**config.mk**
```make
export PLATFORM = sky130hd
export DESIGN_NAME = sync_word_frame_deframer_crc32_unit
export DESIGN_NICKNAME = d
export VERILOG_FILES = /design/src/swfd_pkg.sv /design/src/sync_word_frame_deframer_crc32_unit.sv
export SDC_FILE = /design/constraint.sdc
export NUM_CORES = 1
export LEC_CHECK = 0
export CELL_PAD_IN_SITES_DETAIL_PLACEMENT = 1
export CELL_PAD_IN_SITES_GLOBAL_PLACEMENT = 1
export CORE_ASPECT_RATIO = 0.75
export CORE_MARGIN = 4
export CORE_UTILIZATION = 30
export DETAILED_ROUTE_END_ITERATION = 10
export DONT_BUFFER_PORTS = 1
export GPL_TIMING_DRIVEN = 0
export PLACE_DENSITY_LB_ADDON = 0.1
export REMOVE_ABC_BUFFERS = 1
export SKIP_LAST_GASP = 1
export SYNTH_ARGS = -nofsm -noshare
export SYNTH_HDL_FRONTEND = slang
export SYNTH_SLANG_ARGS = --single-unit
```
**constraint.sdc**
```tcl
create_clock -name i_clk -period 48.3 [get_ports i_clk]
set_clock_uncertainty 0.1 [all_clocks]
set_input_delay 14.49 -clock i_clk [delete_from_list [all_inputs] [get_ports i_clk]]
set_output_delay 14.49 -clock i_clk [all_outputs]
set_load 0.005 [all_outputs]
```
**src/swfd_pkg.sv**
```systemverilog
// Package with shared constants, codes and the CRC-32 byte step for the sync-word deframer.
`timescale 1ns / 1ps
package swfd_pkg;

    localparam int unsigned MaxPayloadDefault = 128;
    localparam int unsigned HeaderBytes       = 36;

    localparam logic [15:0] VersionReset  = 16'h0001;
    localparam logic [31:0] SyncWordReset = 32'h314f_5441;
    localparam logic [31:0] CrcPoly       = 32'hedb8_8320;
    localparam logic [31:0] AllOnes       = 32'hffff_ffff;

    // Header byte positions (the sync word takes positions 0..3)
    localparam int unsigned PosType   = 6;
    localparam int unsigned PosSeq    = 8;
    localparam int unsigned PosObject = 12;
    localparam int unsigned PosOffset = 16;
    localparam int unsigned PosStatus = 20;
    localparam int unsigned PosValue  = 24;
    localparam int unsigned PosLength = 28;
    localparam int unsigned PosCrc    = 32;

    localparam int unsigned OutDataW = 224;

    typedef enum logic [2:0] {
        PH_HUNT    = 3'b001,
        PH_HEADER  = 3'b010,
        PH_PAYLOAD = 3'b100
    } t_phase;

    typedef enum logic [2:0] {
        VERDICT_OK       = 3'd0,
        VERDICT_VERSION  = 3'd1,
        VERDICT_LONG     = 3'd2,
        VERDICT_CRC      = 3'd3,
        VERDICT_OVERFLOW = 3'd4
    } t_verdict;

    typedef enum logic {
        KIND_PAYLOAD = 1'b0,
        KIND_VERDICT = 1'b1
    } t_kind;

    typedef enum logic {
        REG_VERSION = 1'b0,
        REG_SYNC    = 1'b1
    } t_reg_sel;

    // Reflected CRC-32, one byte
    function automatic logic [31:0] crc32_byte(input logic [31:0] crc_in,
                                               input logic [7:0]  data);
        logic [31:0] c;
        c = crc_in ^ {24'd0, data};
        for (int k = 0; k < 8; k++) begin
            c = (c >> 1) ^ (CrcPoly & {32{c[0]}});
        end
        return c;
    endfunction

endpackage

```
**src/sync_word_frame_deframer_crc32_unit.sv**
```systemverilog
// Sync-word frame deframer with header capture and CRC-32 payload check.
//
// Input stream: one received byte per transaction on i_s_tdata, with the
// ring-overflow flag on i_s_tuser. A set flag aborts a frame in progress
// (verdict overflow) or clears the sync window while hunting.
// Output stream: o_m_tuser gives the kind (0 payload byte, 1 verdict);
// o_m_tdata carries the payload byte, the captured header fields and the
// verdict code. Payload bytes are forwarded as they arrive; the caller drops
// them when the closing verdict is not ok.
// Throughput: one input byte per cycle while o_s_tready is high. Each byte is
// fully handled in the cycle it is accepted (byte-wide CRC step, field capture);
// its result, if any, is registered in the output buffer and shown on o_m_tvalid.
// Stall: a two-entry output buffer (output register plus skid register)
// decouples the sides; o_s_tready drops only when both entries hold results.
// Config: APB writes to expected version (0x0) and sync word (0x4); the user must do
// them only while the block is idle, which the block itself does not enforce.
// Reset (synchronous, active low): hunt for sync, window cleared, no result
// pending, registers back to version 1 and the default sync word.
`timescale 1ns / 1ps
module sync_word_frame_deframer_crc32_unit #(
    parameter int unsigned MAX_PAYLOAD = swfd_pkg::MaxPayloadDefault
) (
    input  logic                          i_clk,
    input  logic                          i_rst_n,
    // APB configuration
    input  logic                          psel,
    input  logic                          penable,
    input  logic                          pwrite,
    input  logic [2:0]                    paddr,
    input  logic [31:0]                   pwdata,
    output logic [31:0]                   prdata,
    output logic                          pready,
    // input stream
    input  logic                          i_s_tvalid,
    output logic                          o_s_tready,
    input  logic [7:0]                    i_s_tdata,   // [7:0] rx_byte
    input  logic                          i_s_tuser,   // [0] ring_overflow
    // output stream
    output logic                          o_m_tvalid,
    input  logic                          i_m_tready,
    // [7:0] data_byte, [23:8] frame_type, [55:24] sequence_number,
    // [87:56] object_id, [119:88] byte_offset, [151:120] status_word,
    // [183:152] value_word, [215:184] payload_length, [218:216] verdict
    output logic [swfd_pkg::OutDataW-1:0] o_m_tdata,
    output logic                          o_m_tuser    // [0] kind
);
    import swfd_pkg::*;

    localparam int unsigned CntW = ($clog2(MAX_PAYLOAD + 1) > $clog2(HeaderBytes)) ?
                                   $clog2(MAX_PAYLOAD + 1) : $clog2(HeaderBytes);

    // configuration
    logic [15:0] r_exp_version;
    logic [31:0] r_sync_word;

    // frame state
    t_phase      r_phase, n_phase;
    logic [31:0] r_window, n_window;
    logic [CntW-1:0] r_cnt, n_cnt;
    logic [15:0] r_version, n_version;
    logic [15:0] r_type, n_type;
    logic [31:0] r_seq, n_seq;
    logic [31:0] r_object, n_object;
    logic [31:0] r_offset, n_offset;
    logic [31:0] r_status, n_status;
    logic [31:0] r_value, n_value;
    logic [31:0] r_length, n_length;
    logic [31:0] r_exp_crc, n_exp_crc;
    logic [31:0] r_crc, n_crc;
    logic        r_pend, n_pend;
    t_verdict    r_pend_code, n_pend_code;

    // output buffer
    logic                r_out_valid, r_skid_valid;
    logic [OutDataW-1:0] r_out_data, r_skid_data;
    logic                r_out_kind, r_skid_kind;

    logic                accept;
    logic                res_valid;
    t_kind               res_kind;
    logic [7:0]          res_byte;
    t_verdict            res_code;
    logic                res_blank;
    logic [OutDataW-1:0] res_data;
    logic [31:0]         crc_step;
    logic [CntW-1:0]     cnt_inc;
    logic                cfg_wr;

    assign pready     = 1'b1;
    assign cfg_wr     = psel & penable & pwrite;
    assign prdata     = (t_reg_sel'(paddr[2]) == REG_SYNC) ? r_sync_word
                                                          : {16'd0, r_exp_version};
    assign o_s_tready = ~r_skid_valid;
    assign accept     = i_s_tvalid & ~r_skid_valid;
    assign crc_step   = crc32_byte(r_crc, i_s_tdata);
    assign cnt_inc    = r_cnt + 1'b1;

    always_ff @(posedge i_clk) begin
        if (!i_rst_n) begin
            r_exp_version <= VersionReset;
            r_sync_word   <= SyncWordReset;
        end else if (cfg_wr) begin
            case (t_reg_sel'(paddr[2]))
                REG_VERSION: r_exp_version <= pwdata[15:0];
                REG_SYNC:    r_sync_word   <= pwdata;
                default:     r_sync_word   <= r_sync_word;
            endcase
        end
    end

    always_comb begin
        n_phase     = r_phase;
        n_window    = r_window;
        n_cnt       = r_cnt;
        n_version   = r_version;
        n_type      = r_type;
        n_seq       = r_seq;
        n_object    = r_object;
        n_offset    = r_offset;
        n_status    = r_status;
        n_value     = r_value;
        n_length    = r_length;
        n_exp_crc   = r_exp_crc;
        n_crc       = r_crc;
        n_pend      = r_pend;
        n_pend_code = r_pend_code;
        res_valid   = 1'b0;
        res_kind    = KIND_PAYLOAD;
        res_byte    = 8'd0;
        res_code    = VERDICT_OK;
        res_blank   = 1'b0;

        if (accept) begin
            case (r_phase)
                PH_HEADER: begin
                    if (i_s_tuser) begin
                        n_phase   = PH_HUNT;
                        n_window  = '0;
                        n_cnt     = '0;
                        res_valid = 1'b1;
                        res_kind  = KIND_VERDICT;
                        res_code  = VERDICT_OVERFLOW;
                        res_blank = 1'b1;
                    end else begin
                        if (r_cnt < CntW'(PosType))
                            n_version = {i_s_tdata, r_version[15:8]};
                        else if (r_cnt < CntW'(PosSeq))
                            n_type = {i_s_tdata, r_type[15:8]};
                        else if (r_cnt < CntW'(PosObject))
                            n_seq = {i_s_tdata, r_seq[31:8]};
                        else if (r_cnt < CntW'(PosOffset))
                            n_object = {i_s_tdata, r_object[31:8]};
                        else if (r_cnt < CntW'(PosStatus))
                            n_offset = {i_s_tdata, r_offset[31:8]};
                        else if (r_cnt < CntW'(PosValue))
                            n_status = {i_s_tdata, r_status[31:8]};
                        else if (r_cnt < CntW'(PosLength))
                            n_value = {i_s_tdata, r_value[31:8]};
                        else if (r_cnt < CntW'(PosCrc))
                            n_length = {i_s_tdata, r_length[31:8]};
                        else
                            n_exp_crc = {i_s_tdata, r_exp_crc[31:8]};

                        if (r_cnt != CntW'(HeaderBytes - 1)) begin
                            n_cnt = cnt_inc;
                        end else if (r_version != r_exp_version) begin
                            n_phase   = PH_HUNT;
                            n_window  = '0;
                            n_cnt     = '0;
                            res_valid = 1'b1;
                            res_kind  = KIND_VERDICT;
                            res_code  = VERDICT_VERSION;
                        end else if (r_length > 32'(MAX_PAYLOAD)) begin
                            n_phase   = PH_HUNT;
                            n_window  = '0;
                            n_cnt     = '0;
                            res_valid = 1'b1;
                            res_kind  = KIND_VERDICT;
                            res_code  = VERDICT_LONG;
                        end else begin
                            n_crc = AllOnes;
                            n_cnt = '0;
                            if (r_length == 32'd0) begin
                                // empty payload: CRC of nothing is zero
                                n_phase   = PH_HUNT;
                                n_window  = '0;
                                res_valid = 1'b1;
                                res_kind  = KIND_VERDICT;
                                res_code  = (n_exp_crc == 32'd0) ? VERDICT_OK : VERDICT_CRC;
                            end else begin
                                n_phase = PH_PAYLOAD;
                            end
                        end
                    end
                end
                PH_PAYLOAD: begin
                    if (i_s_tuser) begin
                        n_phase   = PH_HUNT;
                        n_window  = '0;
                        n_cnt     = '0;
                        res_valid = 1'b1;
                        res_kind  = KIND_VERDICT;
                        res_code  = VERDICT_OVERFLOW;
                        res_blank = 1'b1;
                    end else begin
                        n_crc     = crc_step;
                        n_cnt     = cnt_inc;
                        res_valid = 1'b1;
                        res_byte  = i_s_tdata;
                        if (32'(cnt_inc) >= r_length) begin
                            // verdict goes out with the next byte
                            n_pend      = 1'b1;
                            n_pend_code = ((crc_step ^ AllOnes) == r_exp_crc) ?
                                          VERDICT_OK : VERDICT_CRC;
                            n_phase     = PH_HUNT;
                            n_window    = '0;
                            n_cnt       = '0;
                        end
                    end
                end
                PH_HUNT: begin
                    if (r_pend) begin
                        res_valid = 1'b1;
                        res_kind  = KIND_VERDICT;
                        res_code  = r_pend_code;
                        n_pend    = 1'b0;
                    end
                    if (i_s_tuser) begin
                        n_window = '0;
                    end else begin
                        n_window = {i_s_tdata, r_window[31:8]};
                        if (n_window == r_sync_word) begin
                            n_phase = PH_HEADER;
                            n_cnt   = CntW'(4);
                        end
                    end
                end
                default: begin
                    n_phase = PH_HUNT;
                end
            endcase
        end
    end

    always_comb begin
        if (res_blank)
            res_data = {5'd0, res_code, 208'd0, res_byte};
        else
            res_data = {5'd0, res_code, r_length, r_value, r_status, r_offset,
                        r_object, r_seq, r_type, res_byte};
    end

    always_ff @(posedge i_clk) begin
        if (!i_rst_n) begin
            r_phase     <= PH_HUNT;
            r_window    <= '0;
            r_cnt       <= '0;
            r_version   <= '0;
            r_type      <= '0;
            r_seq       <= '0;
            r_object    <= '0;
            r_offset    <= '0;
            r_status    <= '0;
            r_value     <= '0;
            r_length    <= '0;
            r_exp_crc   <= '0;
            r_crc       <= AllOnes;
            r_pend      <= 1'b0;
            r_pend_code <= VERDICT_OK;
        end else begin
            r_phase     <= n_phase;
            r_window    <= n_window;
            r_cnt       <= n_cnt;
            r_version   <= n_version;
            r_type      <= n_type;
            r_seq       <= n_seq;
            r_object    <= n_object;
            r_offset    <= n_offset;
            r_status    <= n_status;
            r_value     <= n_value;
            r_length    <= n_length;
            r_exp_crc   <= n_exp_crc;
            r_crc       <= n_crc;
            r_pend      <= n_pend;
            r_pend_code <= n_pend_code;
        end
    end

    // output register plus skid entry
    always_ff @(posedge i_clk) begin
        if (!i_rst_n) begin
            r_out_valid  <= 1'b0;
            r_skid_valid <= 1'b0;
        end else if (!r_out_valid || i_m_tready) begin
            if (r_skid_valid) begin
                r_out_valid  <= 1'b1;
                r_skid_valid <= 1'b0;
            end else begin
                r_out_valid <= res_valid;
            end
        end else if (res_valid) begin
            r_skid_valid <= 1'b1;
        end
    end

    always_ff @(posedge i_clk) begin
        if (!r_out_valid || i_m_tready) begin
            if (r_skid_valid) begin
                r_out_data <= r_skid_data;
                r_out_kind <= r_skid_kind;
            end else begin
                r_out_data <= res_data;
                r_out_kind <= res_kind;
            end
        end else if (res_valid) begin
            r_skid_data <= res_data;
            r_skid_kind <= res_kind;
        end
    end

    assign o_m_tvalid = r_out_valid;
    assign o_m_tdata  = r_out_data;
    assign o_m_tuser  = r_out_kind;

    a_skid_needs_out: assert property (@(posedge i_clk) disable iff (!i_rst_n)
        r_skid_valid |-> r_out_valid)
        else $error("skid entry full while output register empty");

    a_payload_ok_code: assert property (@(posedge i_clk) disable iff (!i_rst_n)
        (o_m_tvalid && o_m_tuser == KIND_PAYLOAD) |-> (o_m_tdata[218:216] == VERDICT_OK))
        else $error("payload transaction carries a nonzero verdict");

    a_header_pos: assert property (@(posedge i_clk) disable iff (!i_rst_n)
        (r_phase == PH_HEADER) |-> (r_cnt >= CntW'(4) && r_cnt <= CntW'(HeaderBytes - 1)))
        else $error("header byte position out of range");

    a_pend_in_hunt: assert property (@(posedge i_clk) disable iff (!i_rst_n)
        r_pend |-> (r_phase == PH_HUNT || r_phase == PH_HEADER))
        else $error("verdict pending while in payload");

    a_payload_cnt: assert property (@(posedge i_clk) disable iff (!i_rst_n)
        (r_phase == PH_PAYLOAD) |-> (32'(r_cnt) < r_length))
        else $error("payload count reached length without ending frame");

endmodule

```
### After elaboration in Yosys (flattened, before gate mapping)

Index checks and enable logic that the tools add are counted.

* flip-flop bits (word level): 830
* logic and storage cells: 182

* reduce and logical (&&, ||, !) cells: 27
* magnitude comparators: 10
* mux-type cells: 78
* bitwise operators: 25
* add/subtract/negate cells: 1
* eq/ne operators: 18

Operators by type and width (count)
* two-way mux 32 bit: 25
* XOR 31 x 32 -> 32 bit: 8
* two-way mux 219 bit: 1
* two-way mux 216 bit: 1
* case mux 32 bit (3 select lines): 1
* two-way mux 8 bit: 9
* == test 32 bit: 2
* zero test 32 bit: 2
* case mux 32 bit (2 select lines): 1
* two-way mux 3 bit: 13
* >= comparator 8 x 32 -> 1 bit: 1
* > comparator 32 x 8 -> 1 bit, second input constant: 1
* less-than comparator 8 x 5 -> 1 bit, second input constant: 4
* inverter 32 bit: 1
* XOR 32 x 8 -> 32 bit: 1
* case mux 8 bit (3 select lines): 1
* case mux 3 bit (3 select lines): 2
* less-than comparator 8 x 4 -> 1 bit, second input constant: 2
* inequality test 16 bit: 1
* inequality test 2 bit, second input constant: 8
* AND reduction 4 bit: 4
* two-way mux 1 bit: 15
* AND reduction 5 bit: 3
* AND reduction 7 bit: 2
* 26 further kinds: 50

### Logic depth before layout (Yosys ltp)

* depth after elaboration: 22
* depth in mapped cells: 13
* gate-level depth less buffers: 11

### Least setup slack after synthesis

No wires, ideal clock.

* path type: input-to-reg
* from: input port i_m_tready
* to: register r_skid_data[0] (enable)
* required time: 44.092 ns
* arrival time: 38.977 ns
* library setup time: 4.108 ns
* stages: 2
* buffers on the path: 0
* slack: 5.115 ns
* path through: nand2b_1 -> nor3_1

* longest elaborated chain between the ends: 3

RTL lines
* from (decl): RTL line sync_word_frame_deframer_crc32_unit.sv:40 `input logic i_m_tready,`
* logical OR 1 bit: RTL line sync_word_frame_deframer_crc32_unit.sv:307 `if (!r_out_valid || i_m_tready) begin`
* inverter 1 bit (no line)
* AND reduction 2 bit (no line)
* to (signal assigned): RTL line sync_word_frame_deframer_crc32_unit.sv:316 `r_skid_data <= res_data;`
* to (decl): RTL line sync_word_frame_deframer_crc32_unit.sv:75 `logic [OutDataW-1:0] r_out_data, r_skid_data;`

No other way between the ends.
A chain may end at the register's enable or synchronous reset.

### Worst setup path after layout

* from: input port paddr[2]
* to: output port prdata[10]

* longest elaborated chain between the ends: 1

RTL lines
* from (decl): RTL line sync_word_frame_deframer_crc32_unit.sv:29 `input logic [2:0] paddr,`
* two-way mux 32 bit: RTL line sync_word_frame_deframer_crc32_unit.sv:91 `assign prdata = (t_reg_sel'(paddr[2]) == REG_SYNC) ? r_sync_word`
* to (decl): RTL line sync_word_frame_deframer_crc32_unit.sv:31 `output logic [31:0] prdata,`

No other way between the ends.

==> metrics <==
RSZ-0062 raised after global routing=false; Wirelength per Cell=21.4 um; CTS tree=built; Post-Route WL=95.3 mm; placed cells=4280; Slowest-stage cell, CP=mux2_2; syn avg cell area=11.2 sq um; PostCTS Resize Cnt=0; status=finished clean; Final Cycle Share=61.0%; count of different cell masters after synthesis=52; Int Power=0.00115 W; number of global-route vias before repair=22.1k; chip height=296 um; P_leak=14.4 nW; Die W=393 um; GRT Total Usage=16.2%; ys async rst share=0%; antenna-violating nets left=0; Max clock buf depth=3; first-pass GRT wire length=144 mm; Filler cells=11.7k; Vias=21.5k; Buf/Inv on CP=0; Switching Power=0.000329 W; Tmin final=29.46 ns; sequential cell area=0.0207 sq mm; FF-to-FF End=r_cnt[5]; total CTS buffers=90; fraction of layout cells with a size suffix above 1=14.9%; # setup viols final=0; sw frac=22.2%; CTS HTree Levels=3; Worst Hold Launch=r_seq[5]; Reg power frac=49.1%; Post-Syn Instances=2974; DRT Pass-1 Iters=5; Hold Crit Depth=2; Setup crit end kind=output pin; total negative setup slack=0 ns; IO Count=311; Tot Pwr=0.00148 W; Layout Cells excl Fill=4450; CP Cell Sequence=mux2_2; Seq/Total Area, Yosys=62.3%; detailed-route DRC error count=0; overall die area=0.116 sq mm; DR iter-0 viols=1120; CP arrival=14.87 ns; diode count=0; worst hold path class=flip-flop to flip-flop; worst rel slew slack=8.60%; Clock Latency Late Sink=0.68 ns; R2R cell count=11; CP delay by family, top=multiplexers; area of the core=0.110 sq mm; YS warnings=0; Placement Setup Slack=18.84 ns; final worst slack=18.84 ns; VDD IR-drop max=0.0236 mV; clock sinks=815; R2R setup slack=43.90 ns; initial antenna violation count=6; PwrDens=38.7 mW/mm^2; Crit Path Category=input pin to output pin; Congestion Overflow GR=0; largest net degree at the start of global routing=112; most common cell after layout, fill and taps aside=nand2_1; crit path launch type=input pin; max cap viols=0; I/O Buffers=0; area delta synth->final=15.2%; hold buffers post-CTS=0; EDFF count, synth=440; worst path required time=33.71 ns; hold path endpoint=r_seq[5]; fin. max-slew vios=0; Mapped Area=0.0333 sq mm; combinational share of power=2.8%; FP Rows=105; Final nets=2988; dpl hpwl=60.7 mm; Reg2Reg Launch Point=r_cnt[2]; Seq cells post-synth=815; CTS Root Cell=clkbuf_16; DR vias/cell=4.82; Final GP Congestion=0.801; Final Hold Fails=0; Clock power frac=48.2%; Reg clk slew, reported paths=0.06 ns; CP peak stage delay=0.37 ns; Primary FF master, synth=edfxtp_1; Max Fclk=33.9 MHz; commonest non-fill, non-tap cells in the layout=718 x nand2_1, 440 x edfxtp_1, 374 x dfxtp_1; Post-CTS Setup Bufs=0; worst-margin pin slew=1.37 ns; Starting Density=30.3%; multi-input logic area=0.0119 sq mm; CP max FO=35
## worst max-delay path by stage
stage / startpoint / endpoint / cells past startpoint
final: paddr[2] / prdata[10] / 1
after detailed placement: paddr[2] / prdata[10] / 1
after global placement: i_m_tready / r_skid_data[28] / 2
after global routing: paddr[2] / prdata[10] / 1
after floorplan: i_m_tready / r_skid_data[0] / 2
after CTS: paddr[2] / prdata[10] / 1
## flip-flops by register name (all words and copies together) (netlist names), 3 cells and up
| name | count |
|---|---|
| r_phase | 3 |
| r_length | 32 |
| r_seq | 32 |
| o_m_tdata | 219 |
| r_window | 24 |
| r_skid_data | 219 |
| r_crc | 32 |
| r_version | 16 |
| r_type | 16 |
| r_exp_version | 16 |
| r_object | 32 |
| r_sync_word | 32 |
| r_cnt | 8 |
| r_value | 32 |
| r_offset | 32 |
| r_status | 32 |
| r_exp_crc | 32 |
## layer usage
metal	part of all wire (%)	wire length, um	GRT usage [%]	vias up
met5	0	0	0	-
met4	2.1	2030	3.81	0
met3	4.2	4020	3.43	125
met2	46	43800	25.7	365
met1	48	45400	22.6	10800
li1	-	-	-	10100
## cell type report
| cell class | count | share of cell area [%] |
|---|---|---|
| clock buffers | 124 | 6.58 |
| clock inverters | 46 | 1.46 |
| inverters | 16 | 0.183 |
| multi-input cells | 1953 | 30.9 |
| flip-flops and latches | 815 | 54.1 |
| well taps | 1444 | 4.71 |
| repair buffers | 52 | 2.10 |
## cell families (layout without fill, tap and decap cells)
kind of cell	count (synthesis)	after routing	share of synthesized area, %
and+or+nand+nor	1143	1143	15.5
adders and majority gates	9	9	0.338
AOI/OAI and AO/OA	397	397	6.33
DFF	815	815	62.3
other	2	6	0.0226
xor gates and xnor gates	156	156	4.94
muxes	242	242	8.10
buffers and inverters	210	238	2.45
## metrics by stage
stage | area [sq um] | hold slack [ns] | utilization (%)
4_1_cts | 38300 | 0.347 | 34.9
3_5_place_dp | 35300 | 0.339 | 32.1
3_3_place_gp | 34300 | 0.335 | 31.3
6_report | 38300 | 0.344 | 34.9
5_1_grt | 38300 | 0.371 | 34.9
2_1_floorplan | 32500 | 0.327 | -
## power groups by stage
| stage | combinational [W] | clock (W) | sequential, W |
|---|---|---|---|
| 4_1_cts | 0.0000414 | 0.000741 | 0.000727 |
| 5_1_grt | 0.0000447 | 0.000769 | 0.000727 |
| 3_5_place_dp | 0.0000411 | 0 | 0.000742 |
| 6_report | 0.0000411 | 0.000714 | 0.000727 |
| 2_1_floorplan | 0.0000294 | 0 | 0.000741 |
| 3_3_place_gp | 0.0000404 | 0 | 0.000742 |
## synthesized netlist by cell type (15+ instances only)
cell / count / area, sq um
nand2_1: 719 / 2700
edfxtp_1: 440 / 13200
dfxtp_1: 375 / 7510
a21oi_1: 309 / 1550
and2_1: 220 / 1380
mux2_2: 217 / 2440
clkbuf_1: 182 / 683
xnor2_1: 73 / 639
nand3_1: 62 / 310
xor2_1: 61 / 534
o21ai_0: 43 / 215
nor2_1: 42 / 158
nor4_1: 30 / 188
mux2i_1: 25 / 250
a21o_1: 15 / 113
## worst register-to-register path, stage by stage (launching register included)
cell     delay, ns
dfxtp_1       0.81
nand3_1       0.29
nor2_1        0.32
xor2_1        0.19
ha_1          0.26
a21o_1        0.16
a211o_1       0.28
a41oi_1       0.31
o21ai_0       0.36
a21oi_1       0.81
o21ai_0       0.23
a21oi_1       0.18
No activity file was read; power rests on OpenSTA's default activity.
